<file path="src/rtl/plcm_pkg.sv">
// Shared types and constants for the piecewise-linear colour map.
// Holds the controller-to-datapath command and status bundles and the fixed widths.
// No dependencies.
package plcm_pkg;

  // Fixed field widths.
  localparam int VAL_W   = 32;   // control point value, signed
  localparam int COL_W   = 8;    // one colour channel
  localparam int IDX_W   = 12;   // table entry index
  localparam int NE_W    = 13;   // entry count register
  localparam int NCL_W   = 17;   // entry count during clamping
  localparam int CH_MAX  = 4;    // colour channels on the ports
  localparam int PI_W    = 4;    // load slot field

  // Largest number of table entries honoured; larger counts are clamped to it.
  localparam int MAX_ENTRIES = 4096;

  // Arithmetic widths.
  localparam int DEN_W   = VAL_W + 1;   // difference of two values, signed
  localparam int DMAG_W  = VAL_W;       // magnitude of such a difference
  localparam int NUM_W   = 45;          // signed dividend
  localparam int MAG_W   = NUM_W - 1;   // dividend magnitude
  localparam int PROD_W  = 42;          // channel times difference, signed

  // Input item kinds.
  localparam logic KIND_LOAD  = 1'b0;
  localparam logic KIND_QUERY = 1'b1;

  // Point store read address selection.
  localparam logic [2:0] RD_ZERO = 3'd0;
  localparam logic [2:0] RD_LAST = 3'd1;
  localparam logic [2:0] RD_J    = 3'd2;
  localparam logic [2:0] RD_LO   = 3'd3;
  localparam logic [2:0] RD_HI   = 3'd4;

  // Commands from the controller to the datapath.
  typedef struct packed {
    logic       load;
    logic       start_q;
    logic       rd_en;
    logic [2:0] rd_sel;
    logic       latch_first;
    logic       calc_diff;
    logic       calc_mul;
    logic       div_start;
    logic       div_chan;
    logic       latch_v;
    logic       j_inc;
    logic       latch_pair;
    logic       latch_lo;
    logic       calc_span;
    logic       ch_mul;
    logic       ch_sum;
    logic       ch_store;
    logic       ch_inc;
    logic       out_load;
  } cmd_t;

  // Status from the datapath to the controller.
  typedef struct packed {
    logic lt2;
    logic search_hit;
    logic j_last;
    logic div_done;
    logic span_zero;
    logic ch_last;
    logic out_free;
  } sts_t;

endpackage

</file>
<file path="src/rtl/plcm_ctrl.sv">
// Controller of the colour map: sequences loads and queries over the datapath.
// Talks to plcm_dpath through cmd_t/sts_t. Depends on plcm_pkg.
module plcm_ctrl (
  input  logic            clk,
  input  logic            rst_n,
  input  logic            in_valid,
  input  logic            in_kind,
  output logic            in_ready,
  input  plcm_pkg::sts_t  sts,
  output plcm_pkg::cmd_t  cmd
);
  import plcm_pkg::*;

  localparam logic [4:0] S_IDLE = 5'd0;
  localparam logic [4:0] S_RDF  = 5'd1;
  localparam logic [4:0] S_RDL  = 5'd2;
  localparam logic [4:0] S_DIFF = 5'd3;
  localparam logic [4:0] S_MUL  = 5'd4;
  localparam logic [4:0] S_DIV1 = 5'd5;
  localparam logic [4:0] S_DW1  = 5'd6;
  localparam logic [4:0] S_SADR = 5'd7;
  localparam logic [4:0] S_SCMP = 5'd8;
  localparam logic [4:0] S_RLO  = 5'd9;
  localparam logic [4:0] S_RHI  = 5'd10;
  localparam logic [4:0] S_SPAN = 5'd11;
  localparam logic [4:0] S_CMUL = 5'd12;
  localparam logic [4:0] S_CSUM = 5'd13;
  localparam logic [4:0] S_CDIV = 5'd14;
  localparam logic [4:0] S_DW2  = 5'd15;
  localparam logic [4:0] S_CSTO = 5'd16;
  localparam logic [4:0] S_DONE = 5'd17;

  logic [4:0] state_r, state_nxt;

  assign in_ready = (state_r == S_IDLE);

  // Next state and commands.
  always_comb begin
    cmd       = '0;
    state_nxt = state_r;
    case (state_r)
      S_IDLE: begin
        if (in_valid) begin
          if (in_kind == KIND_LOAD) begin
            cmd.load = 1'b1;
          end else begin
            cmd.start_q = 1'b1;
            state_nxt   = sts.lt2 ? S_DONE : S_RDF;
          end
        end
      end
      S_RDF: begin
        cmd.rd_en  = 1'b1;
        cmd.rd_sel = RD_ZERO;
        state_nxt  = S_RDL;
      end
      S_RDL: begin
        cmd.latch_first = 1'b1;
        cmd.rd_en       = 1'b1;
        cmd.rd_sel      = RD_LAST;
        state_nxt       = S_DIFF;
      end
      S_DIFF: begin
        cmd.calc_diff = 1'b1;
        state_nxt     = S_MUL;
      end
      S_MUL: begin
        cmd.calc_mul = 1'b1;
        state_nxt    = S_DIV1;
      end
      S_DIV1: begin
        cmd.div_start = 1'b1;
        state_nxt     = S_DW1;
      end
      S_DW1: begin
        if (sts.div_done) begin
          cmd.latch_v = 1'b1;
          state_nxt   = S_SADR;
        end
      end
      S_SADR: begin
        cmd.rd_en  = 1'b1;
        cmd.rd_sel = RD_J;
        state_nxt  = S_SCMP;
      end
      S_SCMP: begin
        if (sts.search_hit || sts.j_last) begin
          cmd.latch_pair = 1'b1;
          state_nxt      = S_RLO;
        end else begin
          cmd.j_inc = 1'b1;
          state_nxt = S_SADR;
        end
      end
      S_RLO: begin
        cmd.rd_en  = 1'b1;
        cmd.rd_sel = RD_LO;
        state_nxt  = S_RHI;
      end
      S_RHI: begin
        cmd.latch_lo = 1'b1;
        cmd.rd_en    = 1'b1;
        cmd.rd_sel   = RD_HI;
        state_nxt    = S_SPAN;
      end
      S_SPAN: begin
        cmd.calc_span = 1'b1;
        state_nxt     = S_CMUL;
      end
      S_CMUL: begin
        cmd.ch_mul = 1'b1;
        state_nxt  = S_CSUM;
      end
      S_CSUM: begin
        cmd.ch_sum = 1'b1;
        state_nxt  = sts.span_zero ? S_CSTO : S_CDIV;
      end
      S_CDIV: begin
        cmd.div_start = 1'b1;
        cmd.div_chan  = 1'b1;
        state_nxt     = S_DW2;
      end
      S_DW2: begin
        cmd.div_chan = 1'b1;
        if (sts.div_done) begin
          state_nxt = S_CSTO;
        end
      end
      S_CSTO: begin
        cmd.ch_store = 1'b1;
        if (sts.ch_last) begin
          state_nxt = S_DONE;
        end else begin
          cmd.ch_inc = 1'b1;
          state_nxt  = S_CMUL;
        end
      end
      S_DONE: begin
        if (sts.out_free) begin
          cmd.out_load = 1'b1;
          state_nxt    = S_IDLE;
        end
      end
      default: begin
        state_nxt = S_IDLE;
      end
    endcase
  end

  always_ff @(posedge clk) begin
    if (!rst_n) begin
      state_r <= S_IDLE;
    end else begin
      state_r <= state_nxt;
    end
  end

  // A divider result only ever arrives while the controller waits for one.
  a_done_expected: assert property (@(posedge clk) disable iff (!rst_n)
    sts.div_done |-> ((state_r == S_DW1) || (state_r == S_DW2)))
    else $error("divider result arrived outside a wait state");

endmodule

</file>
<file path="config.mk">
export PLATFORM = sky130hd
export DESIGN_NAME = plcm_ctrl
export DESIGN_NICKNAME = d
export VERILOG_FILES = /design/src/rtl/plcm_pkg.sv /design/src/rtl/plcm_ctrl.sv
export SDC_FILE = /design/constraint.sdc
export NUM_CORES = 1
export LEC_CHECK = 0
export ABC_AREA = 1
export BUFFER_PORTS_ARGS = -buffer_cell sky130_fd_sc_hd__clkbuf_2
export CAP_MARGIN = 40
export CORE_MARGIN = 8
export CORE_UTILIZATION = 42
export DETAILED_ROUTE_END_ITERATION = 16
export MAX_ROUTING_LAYER = met4
export PLACE_DENSITY = 0.77
export SYNTH_ARGS = -nofsm -noshare
export SYNTH_HDL_FRONTEND = slang
export SYNTH_SLANG_ARGS = --single-unit
export TNS_END_PERCENT = 30
</file>
<file path="constraint.sdc">
create_clock -name clk -period 1.9 [get_ports clk]
set_input_delay 0.095 -clock clk [delete_from_list [all_inputs] [get_ports clk]]
set_output_delay 0.095 -clock clk [all_outputs]
set_load 0.02 [all_outputs]
</file>
Word-level counts from Yosys, hierarchy flattened. Index checks and enable logic that the tools add are counted. W data, S select, Z words.

Bits in registers: 5. Latch bits: 0. RAM bits: 0. Bits in read-only memories: 0. Bits of input ports: 11. Output and inout port bits: 22. Logic and storage cells: 61. Memories: 0.

Add/subtract/negate cells: 0. Multiply operators: 0. Div/mod/pow operators: 0. Magnitude comparators: 0. Eq/ne operators: 22. Shift-type cells: 0. Muxes and demuxes: 33. Bitwise logic cells: 0. Reduce and logical (&&, ||, !) cells: 5.

Operators with widths (number): $pmux W5 S18 (1); $eq A5 B4 Y1 const B (8); $mux W5 (8); $eq A5 B3 Y1 const B (4); $pmux W4 S5 (1); $mux W1 (18); $eq A5 B2 Y1 const B (2); $eq A5 B5 Y1 const B (2); $ne A2 B2 Y1 const B (5); $mux W2 (4); $eq A5 B1 Y1 const B (1); $logic_not A5 Y1 (1); $reduce_and A5 Y1 (1); $mux W4 (1); $reduce_or A2 Y1 (2); $logic_or A1 B1 Y1 (1).

Longest topological paths before layout.
Depth in word-level cells: 4. Gate-level depth with buffers: 10. Mapped depth without buffers: 9.

Worst setup path after synthesis. Ideal clock, no wire load.

Kind: reg2reg. Start point: reg state_r[4]. End point: reg state_r[3]. Setup time: 0.056 ns. Arrival: 1.443 ns. Required time: 1.844 ns. Setup slack: 0.401 ns. Stages on the path, launching flop included: 9. Buffers on the path: 1. Period minus slack after synthesis: 1.499 ns. Path through: dfxtp_1 > buf_4 > inv_2 > nand3_2 > nor3_1 > nor3_1 > nand3_1 > nand2_1 > inv_1.

Longest elaborated chain between the ends: 3. Elaborated cells between the ends (all ways): 25. Those cells by class: 22 x eq/ne; 1 x mux; 2 x reduce/logical.

Ends and longest elaborated chain: from (decl) (line plcm_ctrl.sv:33) `logic [4:0] state_r, state_nxt;`; from (signal assigned) (line plcm_ctrl.sv:154) `state_r <= state_nxt;`; $eq A5 B3 Y1, or another cell as far along (line plcm_ctrl.sv:41) `case (state_r)`; $ne A2 B2 Y1 (no line); $reduce_and A5 Y1 (no line).

Parallel ways exist; a longest one is shown, timed or not. A chain may end at the register's enable or synchronous reset.

==> impl_metrics.ini <==
[yosys]
syn_nets = 125
ys_warn_count = 0
netlist_instances = 114
syn_area_um2 = 588
synth-seq-cells = 5
syn-mean-instance-area_um2 = 5.16
synth_top_area_share = 0.211
seq_area_frac_synth = 0.170
yosys-top-cells-area = nand2_1 21%, dfxtp_1 17%, nor2_1 13%
yosys.area.top_type = nand2_1
ys_types = 19

[sta]
skew_ns = 0.00348
finalHoldViolCount = 0
layout_min_cycle_time_ns = 1.62
maxSlewHeadroom = 0.793
fmax_mhz = 616
maxSlewViolCount = 0
worst_pin_slew_ns = 0.308
fin_setup_tns_ns = 0
min_period_over_period = 0.854
rsz0062_at_grt = no
setup_viol = 0

[final_layout]
antenna_cells_inserted = 0
design_area_um2 = 787
regMostFlops = state_r
nets = 161
multi_input_area_um2 = 405
reg_top3 = state_r: 5 flops
syn_to_final_growth_pct = 33.8
regArea_um2 = 101
drive_gt1_frac = 0.315
fillers = 148
largest_reg_flops = 5

[pwr]
vdd.ir_drop.worst_mv = 0.754
p_leak_uw = 0.000512
power_density_mw_per_mm2 = 1240

[routing]
ant_nets = 0
finalWirelength_mm = 2.06
drt-initial-drc-count = 18
post_drt_wl_per_cell_um = 12.6
drc = 0
vias = 847
dr.pass1.iters = 4
routed_via_density = 5.16

[cts]
cts_max_path_buffers = 2
cts_buffers = 3
insertion_delay_ns = 0.25
cts-resized-gates = 0
cts_setup_buffers = 0
cts.clk_slew.worst_paths_ns = 0.04
htree_levels = 1
clock-sinks = 5
cts_tree = done
cts-hold-fix-buffers = 0
cts-root-buf = clkbuf_4

[placed_design]
place_area_um2 = 759
io_buffers = 32
post-dp-hpwl_mm = 1.73
globalplace.congestion = 0.958

[critical_path]
crit_path_end_kind = output port
timing.reg2reg.setup_slack_ns = 0.42
start_kind = flop
critPathKind = reg -> out
cp_data_arrival_time_ns = 1.53
cp.required_ns = 1.80
cp_max_fo = 10

[floorplan]
rows = 13
pin_count = 33
core_mm2 = 0.00130
die_y_um = 53.4
initial_core_util = 0.452
die_w_um = 53.4
dieArea_mm2 = 0.00285

[global_route]
track_usage = 0.159
overflow = 0
grt_pass1_wl_mm = 3.36
grt_pass1_vias = 828
antenna_found_initial = 0
grt_start_max_net_pins = 11

[worst_hold_path]
min_path_type = in -> reg

[job]
maxCapViolCount = 0

[run_status]
status = finished, final reports clean
cells by family after synthesis:
kind of cell           synth area share
AND/OR/NAND/NOR                   0.570
buffers and inverters             0.140
flip-flops                        0.170
AO/OA/AOI/OAI                     0.119
report_power, final:
part	leakage (µW)	internal [µW]	switching [µW]
Sequential	0.0000412	138	70.3
Clock	0.0000150	79.4	44.2
Combinational	0.000456	198	447
layer usage:
metal / GRT usage / routed length (µm) / part of all wire
met2: 0.262 / 945 / 0.46
met3: 0.0672 / 210 / 0.10
met1: 0.165 / 865 / 0.42
met5: - / 0 / 0
met4: 0.0588 / 40 / 0.019
path summary, 6_finish.rpt:
path,start,end,depth (start not counted)
worst max-delay path,state_r[4]$_SDFFE_PN0P_,cmd[18],6
worst min-delay path,rst_n,state_r[3]$_SDFFE_PN0P_,3
worst min register to register,state_r[0]$_SDFFE_PN0P_,state_r[0]$_SDFFE_PN0P_,2
worst max register to register,state_r[4]$_SDFFE_PN0P_,state_r[1]$_SDFFE_PN0P_,9
cell usage after synthesis:
| cell type | instances |
|---|---|
| a21oi_1 | 8 |
| nand3_2 | 2 |
| nand3_1 | 7 |
| o21ai_1 | 2 |
| nor2_1 | 20 |
| nor3_2 | 1 |
| dfxtp_1 | 5 |
| nor4_1 | 1 |
| nor3_1 | 3 |
| inv_1 | 16 |
| o21ai_0 | 4 |
| nand2_2 | 1 |
| nand3b_1 | 1 |
| inv_2 | 4 |
| nand2_1 | 33 |
| buf_4 | 1 |
| nor2_2 | 2 |
| nand4_1 | 2 |
| nor2_4 | 1 |
per-stage QoR:
stage          setup slack [ns]  hold WS (ns)  cells  utilization  total power, µW
6_report                  0.277        0.0513    164        0.605              976
5_1_grt                   0.171        0.0563    164        0.605             1070
4_1_cts                   0.166        0.0473    164        0.604              973
3_5_place_dp              0.316         0.304    160        0.584              846
3_3_place_gp              0.276         0.308    160        0.584              847
2_1_floorplan             0.401         0.193    114            -              664
layout make-up:
cell class | count | share of cell area
Timing Repair Buffer | 32 | 0.203
Inverter | 20 | 0.0954
Clock buffer | 4 | 0.0334
Multi-Input combinational cell | 88 | 0.515
Tap cell | 15 | 0.0238
Sequential cell | 5 | 0.129
critical path, stage by stage (launching register included):
cell      delay (ns)
dfxtp_2         0.44
inv_2           0.11
nand3_1         0.18
o21ai_0         0.11
a21oi_1         0.20
nand2_1         0.07
clkbuf_2        0.16
cells in the final DEF (no fill, tap or decap):
cell type	instances
nor2_4	1
dfxtp_2	1
inv_2	4
nor3_1	3
clkbuf_1	1
clkbuf_2	32
nand2_1	33
nand3b_1	1
o21ai_0	4
nand3_2	2
clkbuf_4	3
nor3_2	1
nor4_1	1
nand2_2	1
a21oi_1	8
inv_1	16
nand3_1	7
nor2_1	20
nor2_2	2
o21ai_1	2
nand4_1	2
dfxtp_1	4
(Power assumes the default switching activity.)
